===== src/design/tkbd_pkg.sv =====
`timescale 1ns / 1ps

package tkbd_pkg;

  // Field widths fixed by the item formats
  localparam int unsigned SampleW    = 16;
  localparam int unsigned KeyW       = 3;
  localparam int unsigned MapW       = 8;
  localparam int unsigned PctW       = 7;
  localparam int unsigned DebW       = 4;
  localparam int unsigned CfgIdxW    = 2;
  localparam int unsigned CfgDataW   = 7;

  // Decoupling queue between front and back
  localparam int unsigned QueueDepth = 2;

  // Threshold is a percentage of the baseline
  localparam int unsigned PercentDiv = 100;

  // Register reset values
  localparam logic [PctW-1:0] PctResetVal = 7'd10;
  localparam logic [DebW-1:0] DebResetVal = 4'd2;

  // Item commands; the unused code is treated as a query
  typedef enum logic [1:0] {
    CmdCalib = 2'd0,
    CmdScan  = 2'd1,
    CmdQuery = 2'd2
  } cmd_e;

  // Configuration register indexes
  typedef enum logic [CfgIdxW-1:0] {
    CfgThreshold = 2'd0,
    CfgDebounce  = 2'd1
  } cfg_idx_e;

  // Input item as seen on the port
  typedef struct packed {
    logic [1:0]         command;
    logic [KeyW-1:0]    key_index;
    logic [SampleW-1:0] sample;
    logic               first_pass;
  } in_item_t;

  // Result item as seen on the port
  typedef struct packed {
    logic [KeyW-1:0]    out_key;
    logic               key_pressed;
    logic               over_threshold;
    logic [MapW-1:0]    pressed_map;
    logic [SampleW-1:0] key_baseline;
  } out_item_t;

  // Classified item passed from front to back
  typedef struct packed {
    logic               is_cal;
    logic               is_scan;
    logic               key_ok;
    logic [KeyW-1:0]    key;
    logic [SampleW-1:0] sample;
    logic               first_pass;
  } op_t;

  // Live configuration
  typedef struct packed {
    logic [PctW-1:0] threshold_percent;
    logic [DebW-1:0] debounce_count;
  } cfg_t;

endpackage


===== src/design/tkbd_front.sv =====
`timescale 1ns / 1ps

module tkbd_front #(
  parameter int unsigned NUM_KEYS = 8
) (
  input  logic                 in_valid_i,
  output logic                 in_ready_o,
  input  tkbd_pkg::in_item_t   in_data_i,
  output logic                 push_valid_o,
  input  logic                 push_ready_i,
  output tkbd_pkg::op_t        push_op_o
);

  tkbd_pkg::op_t op;

  // Decode command and range-check the key
  always_comb begin
    op            = '0;
    op.key        = in_data_i.key_index;
    op.sample     = in_data_i.sample;
    op.first_pass = in_data_i.first_pass;
    op.key_ok     = (32'(in_data_i.key_index) < NUM_KEYS);
    unique case (in_data_i.command)
      tkbd_pkg::CmdCalib: op.is_cal  = 1'b1;
      tkbd_pkg::CmdScan:  op.is_scan = 1'b1;
      tkbd_pkg::CmdQuery: ;
      default:            ;  // spare code reports like a query
    endcase
  end

  // Transaction goes straight into the queue
  assign push_valid_o = in_valid_i;
  assign in_ready_o   = push_ready_i;
  assign push_op_o    = op;

endmodule


===== src/design/tkbd_queue.sv =====
`timescale 1ns / 1ps

module tkbd_queue (
  input  logic          clk_i,
  input  logic          rst_ni,
  input  logic          push_valid_i,
  output logic          push_ready_o,
  input  tkbd_pkg::op_t push_op_i,
  output logic          pop_valid_o,
  input  logic          pop_ready_i,
  output tkbd_pkg::op_t pop_op_o
);

  localparam int unsigned Depth = tkbd_pkg::QueueDepth;
  localparam int unsigned PtrW  = (Depth > 1) ? $clog2(Depth) : 1;
  localparam int unsigned CntW  = $clog2(Depth + 1);
  localparam logic [PtrW-1:0] LastPtr = PtrW'(Depth - 1);
  localparam logic [CntW-1:0] FullCnt = CntW'(Depth);

  tkbd_pkg::op_t   entry_q [Depth];
  logic [PtrW-1:0] wr_ptr_q, wr_ptr_d;
  logic [PtrW-1:0] rd_ptr_q, rd_ptr_d;
  logic [CntW-1:0] cnt_q, cnt_d;
  logic            push, pop;

  assign push_ready_o = (cnt_q != FullCnt);
  assign pop_valid_o  = (cnt_q != '0);
  assign pop_op_o     = entry_q[rd_ptr_q];

  assign push = push_valid_i && push_ready_o;
  assign pop  = pop_valid_o && pop_ready_i;

  // Pointer and fill bookkeeping
  always_comb begin
    wr_ptr_d = wr_ptr_q;
    rd_ptr_d = rd_ptr_q;
    if (push) begin
      wr_ptr_d = (wr_ptr_q == LastPtr) ? '0 : wr_ptr_q + PtrW'(1);
    end
    if (pop) begin
      rd_ptr_d = (rd_ptr_q == LastPtr) ? '0 : rd_ptr_q + PtrW'(1);
    end
    cnt_d = cnt_q + CntW'(push) - CntW'(pop);
  end

  always_ff @(posedge clk_i or negedge rst_ni) begin
    if (!rst_ni) begin
      wr_ptr_q <= '0;
      rd_ptr_q <= '0;
      cnt_q    <= '0;
    end else begin
      wr_ptr_q <= wr_ptr_d;
      rd_ptr_q <= rd_ptr_d;
      cnt_q    <= cnt_d;
    end
  end

  // Entry storage
  always_ff @(posedge clk_i) begin
    if (push) begin
      entry_q[wr_ptr_q] <= push_op_i;
    end
  end

endmodule


===== src/design/tkbd_back.sv =====
`timescale 1ns / 1ps

module tkbd_back #(
  parameter int unsigned NUM_KEYS    = 8,
  parameter int unsigned CAL_SAMPLES = 16,
  parameter int unsigned SAMPLE_BITS = 16
) (
  input  logic                    clk_i,
  input  logic                    rst_ni,
  input  logic                    op_valid_i,
  output logic                    op_ready_o,
  input  tkbd_pkg::op_t           op_i,
  input  tkbd_pkg::cfg_t          cfg_i,
  output logic                    out_valid_o,
  input  logic                    out_ready_i,
  output tkbd_pkg::out_item_t     out_data_o
);

  localparam int unsigned CalW    = $clog2(CAL_SAMPLES);
  localparam int unsigned SumW    = SAMPLE_BITS + CalW;
  localparam int unsigned RecipW  = SAMPLE_BITS + 1;
  localparam int unsigned ProdW   = SumW + RecipW;
  localparam int unsigned ThrW    = SAMPLE_BITS + tkbd_pkg::PctW;
  localparam int unsigned KeyIdxW = (NUM_KEYS > 1) ? $clog2(NUM_KEYS) : 1;
  localparam int unsigned OutW    = tkbd_pkg::SampleW;
  localparam int unsigned MapW    = tkbd_pkg::MapW;
  localparam int unsigned DebW    = tkbd_pkg::DebW;

  // Accumulator ceiling and reciprocal of the sample count
  localparam logic [SumW-1:0]   SumMax  = SumW'((64'(CAL_SAMPLES) << SAMPLE_BITS) - 64'd1);
  localparam logic [RecipW-1:0] RecipM  = RecipW'((64'd1 << SumW) / 64'(CAL_SAMPLES));
  localparam logic [SumW-1:0]   CalDiv  = SumW'(CAL_SAMPLES);
  localparam logic [tkbd_pkg::PctW-1:0] Hundred = tkbd_pkg::PctW'(tkbd_pkg::PercentDiv);

  typedef struct packed {
    logic                      is_cal;
    logic                      is_scan;
    logic                      key_ok;
    logic [tkbd_pkg::KeyW-1:0] key;
  } tag_t;

  // Per-key state
  logic [SumW-1:0]        sum_q   [NUM_KEYS];
  logic [SAMPLE_BITS-1:0] base_q  [NUM_KEYS];
  logic                   press_q [NUM_KEYS];
  logic [DebW-1:0]        count_q [NUM_KEYS];

  // Pipeline registers
  logic                   s1_vld_q, s2_vld_q, s3_vld_q, out_vld_q;
  tag_t                   s1_tag_q, s2_tag_q, s3_tag_q;
  logic [SumW-1:0]        s1_sum_q, s2_sum_q, s3_sum_q;
  logic [SAMPLE_BITS-1:0] s1_base_q, s2_base_q, s3_base_q;
  logic [SAMPLE_BITS-1:0] s1_diff_q;
  logic [ProdW-1:0]       s2_prod_q;
  logic [ThrW-1:0]        s2_thr_q, s2_dif_q;
  logic [SAMPLE_BITS-1:0] s3_q0_q;
  logic [SumW-1:0]        s3_q0cal_q;
  logic                   s3_over_q;
  tkbd_pkg::out_item_t    out_q;

  logic advance, hazard, issue;

  // Issue-stage signals
  tag_t                   tag1;
  logic [KeyIdxW-1:0]     idx1;
  logic [SAMPLE_BITS-1:0] smp1, base1, diff1;
  logic [SumW-1:0]        sum_rd1, sum_old1, sum1;
  logic [SumW:0]          sum_ext1;

  // Commit-stage signals
  logic [KeyIdxW-1:0]     idx4;
  logic [SumW-1:0]        rem4;
  logic [SAMPLE_BITS-1:0] cal_base4, base4;
  logic                   press_old4, press_new4;
  logic [DebW-1:0]        cnt_old4, cnt_inc4, cnt_new4;
  logic [MapW-1:0]        map4;
  logic                   commit;
  tkbd_pkg::out_item_t    res4;

  // Pipeline moves whenever the output slot is free or being drained
  assign advance = !out_vld_q || out_ready_i;

  // A baseline reader waits for an in-flight calibrate of the same key
  always_comb begin
    hazard = 1'b0;
    if (!op_i.is_cal && op_i.key_ok) begin
      hazard = (s1_vld_q && s1_tag_q.is_cal && s1_tag_q.key_ok && s1_tag_q.key == op_i.key)
            || (s2_vld_q && s2_tag_q.is_cal && s2_tag_q.key_ok && s2_tag_q.key == op_i.key)
            || (s3_vld_q && s3_tag_q.is_cal && s3_tag_q.key_ok && s3_tag_q.key == op_i.key);
    end
  end

  assign op_ready_o = advance && !hazard;
  assign issue      = op_valid_i && op_ready_o;

  // Issue: accumulate, read baseline, absolute deviation
  always_comb begin
    tag1.is_cal  = op_i.is_cal;
    tag1.is_scan = op_i.is_scan;
    tag1.key_ok  = op_i.key_ok;
    tag1.key     = op_i.key;
    idx1     = KeyIdxW'(op_i.key);
    smp1     = SAMPLE_BITS'(op_i.sample);
    base1    = op_i.key_ok ? base_q[idx1] : '0;
    sum_rd1  = op_i.key_ok ? sum_q[idx1] : '0;
    sum_old1 = op_i.first_pass ? '0 : sum_rd1;
    sum_ext1 = (SumW+1)'(sum_old1) + (SumW+1)'(smp1);
    sum1     = (sum_ext1 > (SumW+1)'(SumMax)) ? SumMax : sum_ext1[SumW-1:0];
    diff1    = (smp1 >= base1) ? smp1 - base1 : base1 - smp1;
  end

  // Commit: finish the division, debounce, build the result
  always_comb begin
    idx4       = KeyIdxW'(s3_tag_q.key);
    rem4       = s3_sum_q - s3_q0cal_q;
    cal_base4  = s3_q0_q + SAMPLE_BITS'(rem4 >= CalDiv);
    base4      = s3_tag_q.is_cal ? cal_base4 : s3_base_q;
    press_old4 = s3_tag_q.key_ok ? press_q[idx4] : 1'b0;
    cnt_old4   = s3_tag_q.key_ok ? count_q[idx4] : '0;
    cnt_inc4   = cnt_old4 + DebW'(1);
    press_new4 = press_old4;
    cnt_new4   = cnt_old4;
    if (s3_tag_q.is_scan && s3_tag_q.key_ok) begin
      if (s3_over_q == press_old4) begin
        cnt_new4 = '0;
      end else if (cnt_inc4 >= cfg_i.debounce_count) begin
        press_new4 = s3_over_q;
        cnt_new4   = '0;
      end else begin
        cnt_new4 = cnt_inc4;
      end
    end
  end

  // Pressed map after this transaction
  for (genvar k = 0; k < MapW; k++) begin : g_map
    if (k < NUM_KEYS) begin : g_on
      assign map4[k] = (s3_tag_q.key_ok && idx4 == KeyIdxW'(k)) ? press_new4 : press_q[k];
    end else begin : g_off
      assign map4[k] = 1'b0;
    end
  end

  always_comb begin
    res4.out_key        = s3_tag_q.key;
    res4.key_pressed    = s3_tag_q.key_ok && press_new4;
    res4.over_threshold = s3_tag_q.key_ok && s3_tag_q.is_scan && s3_over_q;
    res4.pressed_map    = map4;
    res4.key_baseline   = s3_tag_q.key_ok ? OutW'(base4) : '0;
  end

  assign commit = s3_vld_q && advance;

  // Valid bits through the pipeline
  always_ff @(posedge clk_i or negedge rst_ni) begin
    if (!rst_ni) begin
      s1_vld_q  <= 1'b0;
      s2_vld_q  <= 1'b0;
      s3_vld_q  <= 1'b0;
      out_vld_q <= 1'b0;
    end else if (advance) begin
      s1_vld_q  <= issue;
      s2_vld_q  <= s1_vld_q;
      s3_vld_q  <= s2_vld_q;
      out_vld_q <= s3_vld_q;
    end
  end

  // Datapath stages
  always_ff @(posedge clk_i) begin
    if (advance) begin
      s1_tag_q   <= tag1;
      s1_sum_q   <= sum1;
      s1_base_q  <= base1;
      s1_diff_q  <= diff1;

      s2_tag_q   <= s1_tag_q;
      s2_sum_q   <= s1_sum_q;
      s2_base_q  <= s1_base_q;
      s2_prod_q  <= ProdW'(s1_sum_q) * ProdW'(RecipM);
      s2_thr_q   <= ThrW'(s1_base_q) * ThrW'(cfg_i.threshold_percent);
      s2_dif_q   <= ThrW'(s1_diff_q) * ThrW'(Hundred);

      s3_tag_q   <= s2_tag_q;
      s3_sum_q   <= s2_sum_q;
      s3_base_q  <= s2_base_q;
      s3_q0_q    <= s2_prod_q[SumW +: SAMPLE_BITS];
      s3_q0cal_q <= SumW'(s2_prod_q[SumW +: SAMPLE_BITS]) * CalDiv;
      s3_over_q  <= (s2_dif_q > s2_thr_q);

      if (s3_vld_q) begin
        out_q <= res4;
      end
    end
  end

  // Per-key state updates
  always_ff @(posedge clk_i or negedge rst_ni) begin
    if (!rst_ni) begin
      for (int k = 0; k < NUM_KEYS; k++) begin
        sum_q[k]   <= '0;
        base_q[k]  <= '0;
        press_q[k] <= 1'b0;
        count_q[k] <= '0;
      end
    end else begin
      if (issue && op_i.is_cal && op_i.key_ok) begin
        sum_q[idx1] <= sum1;
      end
      if (commit && s3_tag_q.key_ok) begin
        press_q[idx4] <= press_new4;
        count_q[idx4] <= cnt_new4;
        if (s3_tag_q.is_cal) begin
          base_q[idx4] <= cal_base4;
        end
      end
    end
  end

  assign out_valid_o = out_vld_q;
  assign out_data_o  = out_q;

`ifndef ASSERT_OFF
  // Reciprocal quotient is at most one short of the true quotient
  a_recip_err: assert property (@(posedge clk_i) disable iff (!rst_ni)
    s3_vld_q && s3_tag_q.is_cal |-> (SumW+1)'(rem4) < (SumW+1)'(2 * CAL_SAMPLES))
    else $error("baseline quotient estimate off by more than one");

  // A baseline reader reaching commit saw the current baseline
  a_base_fresh: assert property (@(posedge clk_i) disable iff (!rst_ni)
    s3_vld_q && !s3_tag_q.is_cal && s3_tag_q.key_ok |-> s3_base_q == base_q[idx4])
    else $error("stale baseline used by scan or query");

  // A held result blocks issue, and the pipeline keeps its contents
  a_stall_hold: assert property (@(posedge clk_i) disable iff (!rst_ni)
    out_vld_q && !out_ready_i |=> $stable(s3_vld_q) && $stable(s1_vld_q) && out_vld_q)
    else $error("pipeline moved while the result was stalled");
`endif

endmodule


===== src/design/touch_key_baseline_debounce_top.sv =====
`timescale 1ns / 1ps

// Channel  Direction  Handshake              Payload
// in       input      in_valid_i/in_ready_o  in_data_i  (tkbd_pkg::in_item_t)
// out      output     out_valid_o/out_ready_i out_data_o (tkbd_pkg::out_item_t)
// cfg      input      cfg_valid_i/cfg_ready_o cfg_index_i, cfg_data_i
//
// One transaction per cycle sustained unless an output stall or hazard holds issue; a result
// passes the queue, s1, s2, s3 and output registers. A scan or query right behind a calibrate
// of the same key reads the new baseline only after it leaves the 3-stage reciprocal divide.
// Reset (rst_ni low, asynchronous) clears all key state and restores the registers.
// A stalled output freezes the back pipeline; the 2-entry queue keeps taking input until full.

module touch_key_baseline_debounce_top #(
  parameter int unsigned NUM_KEYS    = 8,
  parameter int unsigned CAL_SAMPLES = 16,
  parameter int unsigned SAMPLE_BITS = 16
) (
  input  logic                               clk_i,
  input  logic                               rst_ni,
  input  logic                               in_valid_i,
  output logic                               in_ready_o,
  input  tkbd_pkg::in_item_t                 in_data_i,
  output logic                               out_valid_o,
  input  logic                               out_ready_i,
  output tkbd_pkg::out_item_t                out_data_o,
  input  logic                               cfg_valid_i,
  output logic                               cfg_ready_o,
  input  logic [tkbd_pkg::CfgIdxW-1:0]       cfg_index_i,
  input  logic [tkbd_pkg::CfgDataW-1:0]      cfg_data_i
);

  tkbd_pkg::cfg_t cfg_q;
  tkbd_pkg::op_t  push_op, pop_op;
  logic           push_valid, push_ready, pop_valid, pop_ready;

  // Register writes are always taken
  assign cfg_ready_o = 1'b1;

  always_ff @(posedge clk_i or negedge rst_ni) begin
    if (!rst_ni) begin
      cfg_q.threshold_percent <= tkbd_pkg::PctResetVal;
      cfg_q.debounce_count    <= tkbd_pkg::DebResetVal;
    end else if (cfg_valid_i && cfg_ready_o) begin
      unique case (cfg_index_i)
        tkbd_pkg::CfgThreshold: cfg_q.threshold_percent <= cfg_data_i[tkbd_pkg::PctW-1:0];
        tkbd_pkg::CfgDebounce:  cfg_q.debounce_count    <= cfg_data_i[tkbd_pkg::DebW-1:0];
        default:                ;
      endcase
    end
  end

  // Front: decode and classify
  tkbd_front #(
    .NUM_KEYS (NUM_KEYS)
  ) u_front (
    .in_valid_i   (in_valid_i),
    .in_ready_o   (in_ready_o),
    .in_data_i    (in_data_i),
    .push_valid_o (push_valid),
    .push_ready_i (push_ready),
    .push_op_o    (push_op)
  );

  // Queue between front and back
  tkbd_queue u_queue (
    .clk_i        (clk_i),
    .rst_ni       (rst_ni),
    .push_valid_i (push_valid),
    .push_ready_o (push_ready),
    .push_op_i    (push_op),
    .pop_valid_o  (pop_valid),
    .pop_ready_i  (pop_ready),
    .pop_op_o     (pop_op)
  );

  // Back: baseline, threshold and debounce pipeline
  tkbd_back #(
    .NUM_KEYS    (NUM_KEYS),
    .CAL_SAMPLES (CAL_SAMPLES),
    .SAMPLE_BITS (SAMPLE_BITS)
  ) u_back (
    .clk_i       (clk_i),
    .rst_ni      (rst_ni),
    .op_valid_i  (pop_valid),
    .op_ready_o  (pop_ready),
    .op_i        (pop_op),
    .cfg_i       (cfg_q),
    .out_valid_o (out_valid_o),
    .out_ready_i (out_ready_i),
    .out_data_o  (out_data_o)
  );

endmodule


===== config.mk =====
export PLATFORM = sky130hd
export DESIGN_NAME = touch_key_baseline_debounce_top
export DESIGN_NICKNAME = d
export VERILOG_FILES = /design/src/design/tkbd_pkg.sv /design/src/design/tkbd_front.sv /design/src/design/tkbd_queue.sv /design/src/design/tkbd_back.sv /design/src/design/touch_key_baseline_debounce_top.sv
export SDC_FILE = /design/constraint.sdc
export NUM_CORES = 1
export LEC_CHECK = 0
export ABC_AREA = 1
export BUFFER_PORTS_ARGS = -buffer_cell sky130_fd_sc_hd__buf_2
export CORE_AREA = 2 2 460 280
export CTS_CLUSTER_DIAMETER = 80
export CTS_CLUSTER_SIZE = 24
export DETAILED_ROUTE_END_ITERATION = 16
export DIE_AREA = 0 0 462 282
export MAX_ROUTING_LAYER = met4
export PLACE_DENSITY = 0.45
export SYNTH_ARGS = -nofsm -noshare
export SYNTH_HDL_FRONTEND = slang
export SYNTH_SLANG_ARGS = --single-unit

===== constraint.sdc =====
create_clock -name clk_i -period 8.27 [get_ports clk_i]
set_input_delay 1.654 -clock clk_i [delete_from_list [all_inputs] [get_ports clk_i]]
set_output_delay 1.654 -clock clk_i [all_outputs]
set_load 0.05 [all_outputs]

Word-level counts from Yosys, hierarchy flattened
Memories as Yosys holds them, arrays and structs flattened.
Cells that the tools add are included.
{"block": "word_totals", "register_bits": 579, "mem_bits_rw": 44, "inputBits": 36, "output_inout_bits": 32, "wordCells": 204, "mem_count": 1}
{"block": "classes", "add_sub_neg": 10, "mul": 2, "n_lt_le_gt_ge": 9, "eq_ne": 14, "n_mux": 53, "bitwise": 2, "reduce_logical": 44}
{"name": "u_queue.entry_q", "words": 2, "width": 22, "rd": 1, "rd_ports_with_merged_regs": 0, "wr": 1, "line": "tkbd_queue.sv:20", "rtl": "tkbd_pkg::op_t entry_q [Depth];"}
{"op": "160-bit bitwise mux", "count": 1}
{"op": "128-bit bitwise mux", "count": 1}
{"op": "20-bit two-way mux", "count": 6}
{"op": "16-bit two-way mux", "count": 6}
{"op": "20-bit binary-select mux with 3-bit select", "count": 1}
{"op": "20-bit demux with 3-bit select", "count": 1}
{"op": "16-bit binary-select mux with 3-bit select", "count": 1}
{"op": "16-bit demux with 3-bit select", "count": 1}
{"op": "32-bit bitwise mux", "count": 1}
{"op": "16-bit subtractor", "count": 2}
{"op": "1-bit logical AND", "count": 28}
{"op": "4-bit two-way mux", "count": 7}
{"op": "23-bit > comparator", "count": 1}
{"op": "16-bit by 7-bit multiplier with 23-bit output", "count": 1}
{"op": "1-bit two-way mux", "count": 22}
{"op": "20-bit by 16-bit adder with 21-bit output", "count": 1}
{"op": "21-bit by 20-bit > comparator with 1-bit output (second input constant)", "count": 1}
{"op": "16-bit by 5-bit multiplier with 21-bit output (second input constant)", "count": 1}
{"op": "20-bit by 5-bit >= comparator with 1-bit output (second input constant)", "count": 1}
{"op": "20-bit subtractor", "count": 1}
{"op": "16-bit by 1-bit adder with 16-bit output", "count": 1}
{"op": "16-bit >= comparator", "count": 1}
{"op": "4-bit binary-select mux with 3-bit select", "count": 1}
{"op": "4-bit demux with 3-bit select", "count": 1}
{"op": "25 further kinds", "count": 45}

Longest topological paths before layout
Gate-level depths: netlist of the first run.
{"block": "logic_depth", "word_depth": 11, "depth_mapped": 27, "depth_no_buf": 24}

Cells and area by module
Synthesis of the first run repeated with hierarchy kept, for this count alone.
{"block": "unflattened", "hier_cells": 3545, "area_unflattened_um2": 32187.1}
{"module": "tkbd_back", "n_inst": 1, "cells_each": 3316, "area_per_inst_um2": 29629.7, "seq_area_each_um2": 14433.8}
{"module": "tkbd_queue", "n_inst": 1, "cells_each": 151, "area_per_inst_um2": 1891.8, "seq_area_each_um2": 1481.4}
{"module": "touch_key_baseline_debounce_top", "n_inst": 1, "cells_each": 51, "area_per_inst_um2": 475.5, "seq_area_each_um2": 279.0}
{"module": "tkbd_front", "n_inst": 1, "cells_each": 27, "area_per_inst_um2": 190.2, "seq_area_each_um2": 0.0}

Worst setup path after synthesis of the first run
OpenSTA, ideal clock, no wires.
{"block": "synth_path", "path_kind": "input port to flip-flop", "start": "in out_ready_i", "end": "reg u_back.sum_q[72] (netlist name)", "setup_time_ns": 0.151, "arrival_time_ns": 7.114, "t_required_ns": 8.119, "slack_ns": 1.005, "stages": 7, "n_path_buf": 1, "cell_sequence": "nor2_1 clkinv_1 o211ai_2 nor2_1 clkbuf_1 nor2_1 a31oi_1"}
{"block": "synth_via", "elab_chain_cells": 5}
{"item": "start: declaration", "line": "touch_key_baseline_debounce_top.sv:25", "rtl": "input logic out_ready_i,"}
{"item": "1-bit logical OR", "line": "tkbd_back.sv:81", "rtl": "assign advance = !out_vld_q || out_ready_i;"}
{"item": "1-bit logical AND", "line": "tkbd_back.sv:93", "rtl": "assign op_ready_o = advance && !hazard;"}
{"item": "1-bit logical AND", "line": "tkbd_back.sv:94", "rtl": "assign issue = op_valid_i && op_ready_o;"}
{"item": "1-bit logical AND (2 in series)", "line": "tkbd_back.sv:207", "rtl": "if (issue && op_i.is_cal && op_i.key_ok) begin"}
{"item": "end signal: indexed assignment", "line": "tkbd_back.sv:208", "rtl": "sum_q[idx1] <= sum1;"}
{"item": "end: declaration", "line": "tkbd_back.sv:43", "rtl": "logic [SumW-1:0] sum_q [NUM_KEYS];"}
No other way between the ends.
A chain may end at the register's enable or synchronous reset.

Worst setup path after layout of the first run
{"block": "layout_path", "start": "reg u_queue.rd_ptr_q", "end": "reg u_back.s1_diff_q[12], data pin"}
{"block": "layout_via", "elab_chain_cells": 8, "elab_cells_between_ends": 10, "classes_between": "2 x add/sub; 1 x order compare; 5 x mux; 1 x bitwise; 1 x memory"}
{"item": "start: declaration", "line": "tkbd_queue.sv:22", "rtl": "logic [PtrW-1:0] rd_ptr_q, rd_ptr_d;"}
{"item": "start signal: assignment", "line": "tkbd_queue.sv:53", "rtl": "rd_ptr_q <= rd_ptr_d;"}
{"item": "memory read 2 x 22 bit *"}
{"item": "3-bit NOT with 4-bit output (implied by the code) *", "line": "tkbd_back.sv:104", "rtl": "base1 = op_i.key_ok ? base_q[idx1] : '0;"}
{"item": "16-bit binary-select mux with 3-bit select *", "line": "tkbd_back.sv:104"}
{"item": "16-bit two-way mux (implied by the code) * (2 in series)", "line": "tkbd_back.sv:104"}
{"item": "16-bit two-way mux *", "line": "tkbd_back.sv:104"}
{"item": "via u_back.base1[7]", "line": "tkbd_back.sv:66", "rtl": "logic [SAMPLE_BITS-1:0] smp1, base1, diff1;"}
{"item": "16-bit subtractor / 16-bit >= comparator (equally long branches)", "line": "tkbd_back.sv:109", "rtl": "diff1 = (smp1 >= base1) ? smp1 - base1 : base1 - smp1;"}
{"item": "16-bit two-way mux *", "line": "tkbd_back.sv:109"}
{"item": "via u_back.diff1[12]", "line": "tkbd_back.sv:66"}
{"item": "end signal: assignment", "line": "tkbd_back.sv:175", "rtl": "s1_diff_q <= diff1;"}
{"item": "end: declaration", "line": "tkbd_back.sv:53", "rtl": "logic [SAMPLE_BITS-1:0] s1_diff_q;"}
The timed path passes the listed nets; every way through them passes the cells marked *. The select of a mux whose other input is x is not followed.

==> results of run 1 <==
-- worst paths after layout --
| kind | slack (ps) | endpoint | from | cells past startpoint |
|---|---|---|---|---|
| setup reg to reg | 2100 | u_back.s1_diff_q[12] | u_queue.rd_ptr_q | 19 |
| hold / removal | 420 | u_back.s3_q0_q[2] | u_back.s2_sum_q[6] | 0 |
| setup / recovery | 2100 | u_back.s1_diff_q[12] | u_queue.rd_ptr_q | 19 |
| min in group asynchronous | 1000 | u_back.sum_q[100] | rst_ni | 1 |
| max in group asynchronous | 5610 | u_back.base_q[124] | rst_ni | 2 |
| hold reg to reg | 420 | u_back.s3_q0_q[2] | u_back.s2_sum_q[6] | 0 |
-- per-layer routing --
metal	track usage, %	share of wire, %	vias up
li1	-	-	11100
met1	25.3	56	11200
met2	18.5	36	607
met3	3.03	7.1	50
met4	1.42	0.89	0
met5	-	0	-
-- layout make-up --
class	instances	share of cell area (%)
Clock inverter	7	0.174
Sequential cell	592	46.4
Tap cell	1699	6.14
Multi-Input combinational cell	2156	37.7
Antenna cell	4	0.0289
Clock buffer	47	2.52
Inverter	458	4.99
Timing Repair Buffer	114	2.06
-- sequential cells by signal, indices dropped and copies added (netlist names), 21 cells and up --
| register | count |
|---|---|
| u_queue.entry_q | 44 |
| u_back.sum_q | 160 |
| u_back.s2_thr_q | 23 |
| u_back.count_q | 32 |
| u_back.base_q | 128 |
| u_back.out_data_o | 29 |
| u_back.s2_dif_q | 21 |
-- cells in the final DEF (no fill, tap or decap), drive strengths merged, types with 14 or more instances in the layout --
master  instances
nand2         762
inv           460
dfrtp         344
nor2          256
o21ai         254
edfxtp        245
ha            169
a21oi         143
a31oi         120
buf           114
fa             83
o22ai          62
nand3          56
xor2           47
clkbuf         47
nand4          31
a22oi          22
xnor2          21
nor4           19
o221ai         16
or2            14
-- worst max-delay path: stages (launching register included) --
cell	delay [ps]
dfrtp_1	400
inv_2	250
nand2_1	90
nand2_1	370
nor2_1	190
nand2_1	710
clkinv_1	690
a22oi_1	350
nand4_1	390
inv_1	150
ha_1	310
a21oi_1	240
o21ai_0	120
a21oi_1	130
inv_1	80
nand2_1	60
nand3_1	510
inv_1	540
o21ai_0	160
xor2_1	160
-- kinds of logic after synthesis --
logic type	synth area share, %
mux	0.108
compound gates	12.3
other cells	0.0120
fa+ha+maj	12.1
buf+inv	7.22
flops	51.2
xor+xnor	1.90
simple gates	15.1
-- through the flow --
| stage | worst slack (ps) | utilization (%) |
|---|---|---|
| after floorplan | 1000 | - |
| after global placement | 2270 | 26.8 |
| after detailed placement | 2140 | 26.8 |
| after CTS | 2100 | 27.5 |
| after global routing | 1550 | 27.5 |
| final | 2100 | 27.5 |
==> flow_summary.ini, run 1 <==
[worst_hold_path]
hp-class = reg2reg

[cts]
cts-root-to-sink-buffers = 3
cts_max_level = 1
ctsResizeCount = 0
clock-sinks = 592
clk_transition_reported_paths_ps = 100
clock_insertion_delay_worst_skew_ps = 670
tritoncts = built
post_cts.repair.setup_buffers = 0
root_buf_cell = clkbuf_16
postCtsHoldBufs = 0
num_cts_buffers = 30

[sta]
finalSetupTns_ps = 0
max_slew.worst_pin.slew_ps = 1160
unrepaired_setup_endpoints_after_global_routing = false
final.setup_skew_ps = 41.1
max-slew-margin-rel_pct = 21.8
slew_viol_final = 0
finalCriticalPeriod_ps = 6170
setup_viol = 0
timing.final.crit_share_pct = 74.6
worst_hold_slack_ps = 417
finalHoldViolCount = 0
timing.fmax_mhz = 162

[outcome]
run_status = completed

[global_routing]
grt_pass1_vias = 21900
grt.overflow.total = 0
grtUsageTotal_pct = 15.2
grt_max_degree = 127
grt_first_pass_wirelength_um = 146000
initial_antenna_violation_count = 9

[synthesis]
synth-seq-area-share_pct = 51.2
synth_largest_area_cell = dfrtp_1
ys_dominant_reg_cell = dfrtp_1
ys_ff_latch = 592
async_reset_ff_share_pct = 58.6
synth.area.top_cells = dfrtp_1 27%, edfxtp_1 23%, nand2_1 9.1%, ha_1 6.8%, inv_1 5.3%
yosysWarningCount = 0
synth.cell_area_um2 = 31300
netlist-cell-type-count = 57
synth_area_per_cell_um2 = 9.42
synth_top_cells_by_count = 756 x nand2_1, 444 x inv_1, 344 x dfrtp_1, 247 x nor2_1, 245 x edfxtp_1
yosys.area.top_type_share_pct = 27.5
syn_inst = 3324
synth_edf_count = 245
postSynthNetCount = 3612
yosys.cell_count.top_type = nand2_1

[placement]
dp_hpwl_um = 69300
post_dp_cell_area_um2 = 33700
routabilityCongestion = 0.882
dpl.cell_count = 5019
numPortBuffers = 66

[worst_setup_path]
worst_setup_path_class = reg2reg
worst-endpoint-arrival_ps = 6580
critical_path.endpoint_type = register
critical_path.startpoint_type = register
worst-path-max-fanout = 22
critPathRequiredTime_ps = 8680

[floorplanning]
rows = 101
die_height_um = 282
die_area_um2 = 130000
core_region_area_um2 = 126000
initial_core_util_pct = 24.9
pin_count = 68
dieWidth_um = 462

[routing]
via_count = 22900
wire_per_inst_um = 18.9
drt_pre_antenna_iters = 5
postRouteWirelength_um = 96100
post-route-drc-count = 0
final_antenna_net_count = 0
detail_route.vias_per_cell = 4.52
drt_iter0_drc = 2300

[flow_run]
timing.max_cap.violations = 0

[cells_and_area]
area.growth.synth_to_final_pct = 10.5
sequential_area_um2 = 16000
layoutNonFillerInstCount = 5077
fin_area_um2 = 34600
multi_input_gate_area_um2 = 13100
nNetsFinal = 3640
fillers = 13400
layout-drive-gt1-share_pct = 6.67
Power of run 1 is left out: the tool's default activity adds up to more than one toggle a clock period on the data nets, which glitch-free logic cannot reach.
==> inputs of run 2 (changes only) <==
==> constraint.sdc (replaced) <==
create_clock -name clk_i -period 6.2 [get_ports clk_i]
set_input_delay 1.24 -clock clk_i [delete_from_list [all_inputs] [get_ports clk_i]]
set_output_delay 1.24 -clock clk_i [all_outputs]
set_load 0.05 [all_outputs]
==> run 2 against run 1 <==
Net effect:
- sequential share of layout area decreased by 0.58 points
- first-iteration DRC count rose by 6.7%
- global-route usage increased by 0.65 points
- non-clock buffer count up 37
- worst setup slack worse by 1300 ps
- cell count rose by 0.83%
- register-to-register slack lost 1300 ps
- maximum frequency grew 14%
- hold slack better by 8.1 ps
- flip-flop and latch count did not move
==> flow_summary.ini, run 2 (same netlist as run 1, synthesis figures left out) <==
[outcome]
run_status = completed

[global_routing]
grt_pass1_vias = 22000
initial_antenna_violation_count = 7
globalRouteMet3Util_pct = 3.87
grtUsageTotal_pct = 15.8
grt_first_pass_wirelength_um = 150000
grt.met1_usage_pct = 26.8
grt.overflow.total = 0
grt_max_degree = 130
grt.met2_usage_pct = 17.9
grt_most_used_layer = met1

[sta]
unrepaired_setup_endpoints_after_global_routing = false
max_slew.worst_pin.slew_ps = 1060
setup_viol = 0
layout_setup_ws_ps = 801
finalSetupTns_ps = 0
final.setup_skew_ps = 40.2
max-slew-margin-rel_pct = 29.1
finalCriticalPeriod_ps = 5400
timing.fmax_mhz = 185
timing.final.crit_share_pct = 87.1
finalHoldViolCount = 0
slew_viol_final = 0

[worst_setup_path]
regToRegEndpoint = u_back.s2_thr_q[17]
worst-r2r-cell-count = 16
critical_path.startpoint_type = register
worst-endpoint-arrival_ps = 5750
worst-path-max-fanout = 17
ff_to_ff_start = cfg_q[10]
regToRegSetupSlack_ps = 800
critical_path.endpoint_type = register
critPathRequiredTime_ps = 6550
worst_setup_path_class = reg2reg

[cells_and_area]
top_register = u_back.sum_q
flip_flop_count_of_the_largest_register_all_copies_and_words_added = 160
area.growth.synth_to_final_pct = 11.9
layoutNonFillerInstCount = 5119
layout_common_cells = 756 x nand2_1, 444 x inv_1, 344 x dfrtp_1, 245 x edfxtp_1, 238 x o21ai_0
layout_commonest_cell = nand2_1
top_regs = u_back.sum_q: 160 flops, u_back.base_q: 128 flops, u_queue.entry_q: 44 flops
layout-drive-gt1-share_pct = 7.87
fin_area_um2 = 35000
nNetsFinal = 3681

[routing]
wire_per_inst_um = 19.6
drt_iter0_drc = 2454
final_antenna_net_count = 0
post-route-drc-count = 0
drt_pre_antenna_iters = 7
postRouteWirelength_um = 100000
detail_route.vias_per_cell = 4.61
via_count = 23600

[floorplanning]
pin_count = 68
die_area_um2 = 130000
dieWidth_um = 462
core_region_area_um2 = 126000
initial_core_util_pct = 24.9
die_height_um = 282
rows = 101

[worst_hold_path]
timing.hold.worst_path_depth = 0
hp-class = reg2reg
hold_start = u_back.s2_base_q[7]
worst_hold_endpoint = u_back.s3_base_q[7]

[cts]
clock-sinks = 592
num_cts_buffers = 34
cts-root-to-sink-buffers = 3
ctsResizeCount = 0
clk_transition_reported_paths_ps = 100
cts_max_level = 2
post_cts.repair.setup_buffers = 0
root_buf_cell = clkbuf_16
postCtsHoldBufs = 0
tritoncts = built
clock_insertion_delay_worst_skew_ps = 620

[flow_run]
timing.max_cap.violations = 0

[placement]
routabilityCongestion = 0.875
post-place-ws_ps = 804
post_dp_cell_area_um2 = 34000
dpl.cell_count = 5056
dp_hpwl_um = 74200
numPortBuffers = 66
==> run 2: cell count changes in the layout (fill, tap and decap cells not counted), sizes merged <==
cell      delta
clkinvlp     +1
diode        -1
inv          +5
buf         +37
==> run 2: per-layer routing <==
layer	part of all wire, %	vias up
met2	34	792
met1	56	11600
li1	-	11200
met5	0	-
met4	1.1	0
met3	8.8	68
==> run 2: critical path, cell delays in order (launching register included) <==
cell      delay, ps
dfrtp_1         820
nand2_1         210
fa_1            540
fa_1            560
inv_1            60
fa_1            530
inv_1            60
fa_1            540
inv_1            40
ha_1            350
a21oi_1         240
o21ai_0         150
a21oi_1         260
o21ai_0         180
a21boi_0        280
o21ai_0         140
xor2_1          180
==> run 2: final cells by class <==
type	instances	area [um2]
Tap cell	1699	2130
Multi-Input combinational cell	2156	13100
Antenna cell	3	7.51
Fill cell	13300	90700
Timing Repair Buffer	151	1030
Clock inverter	13	134
Clock buffer	47	921
Sequential cell	592	16000
Inverter	458	1730
==> run 2: worst max-delay path by stage <==
stage | start | to | slack (ps) | cells after the start
2_1_floorplan | cfg_q[10] | u_back.s2_thr_q[17] | 1350 | 18
3_3_place_gp | cfg_q[9] | u_back.s2_thr_q[17] | 780 | 16
3_5_place_dp | cfg_q[10] | u_back.s2_thr_q[17] | 800 | 16
4_1_cts | cfg_q[10] | u_back.s2_thr_q[17] | 780 | 16
5_1_grt | cfg_q[10] | u_back.s2_thr_q[17] | 320 | 16
6_report | cfg_q[10] | u_back.s2_thr_q[17] | 800 | 16
==> run 2: through the flow <==
stage,utilization [%],hold WS (ps)
floorplan,-,400
global placement,27.0,402
detailed placement,27.0,405
CTS,27.9,427
global route,27.9,426
finish,27.9,425
Power of run 2 is left out for the same reason.
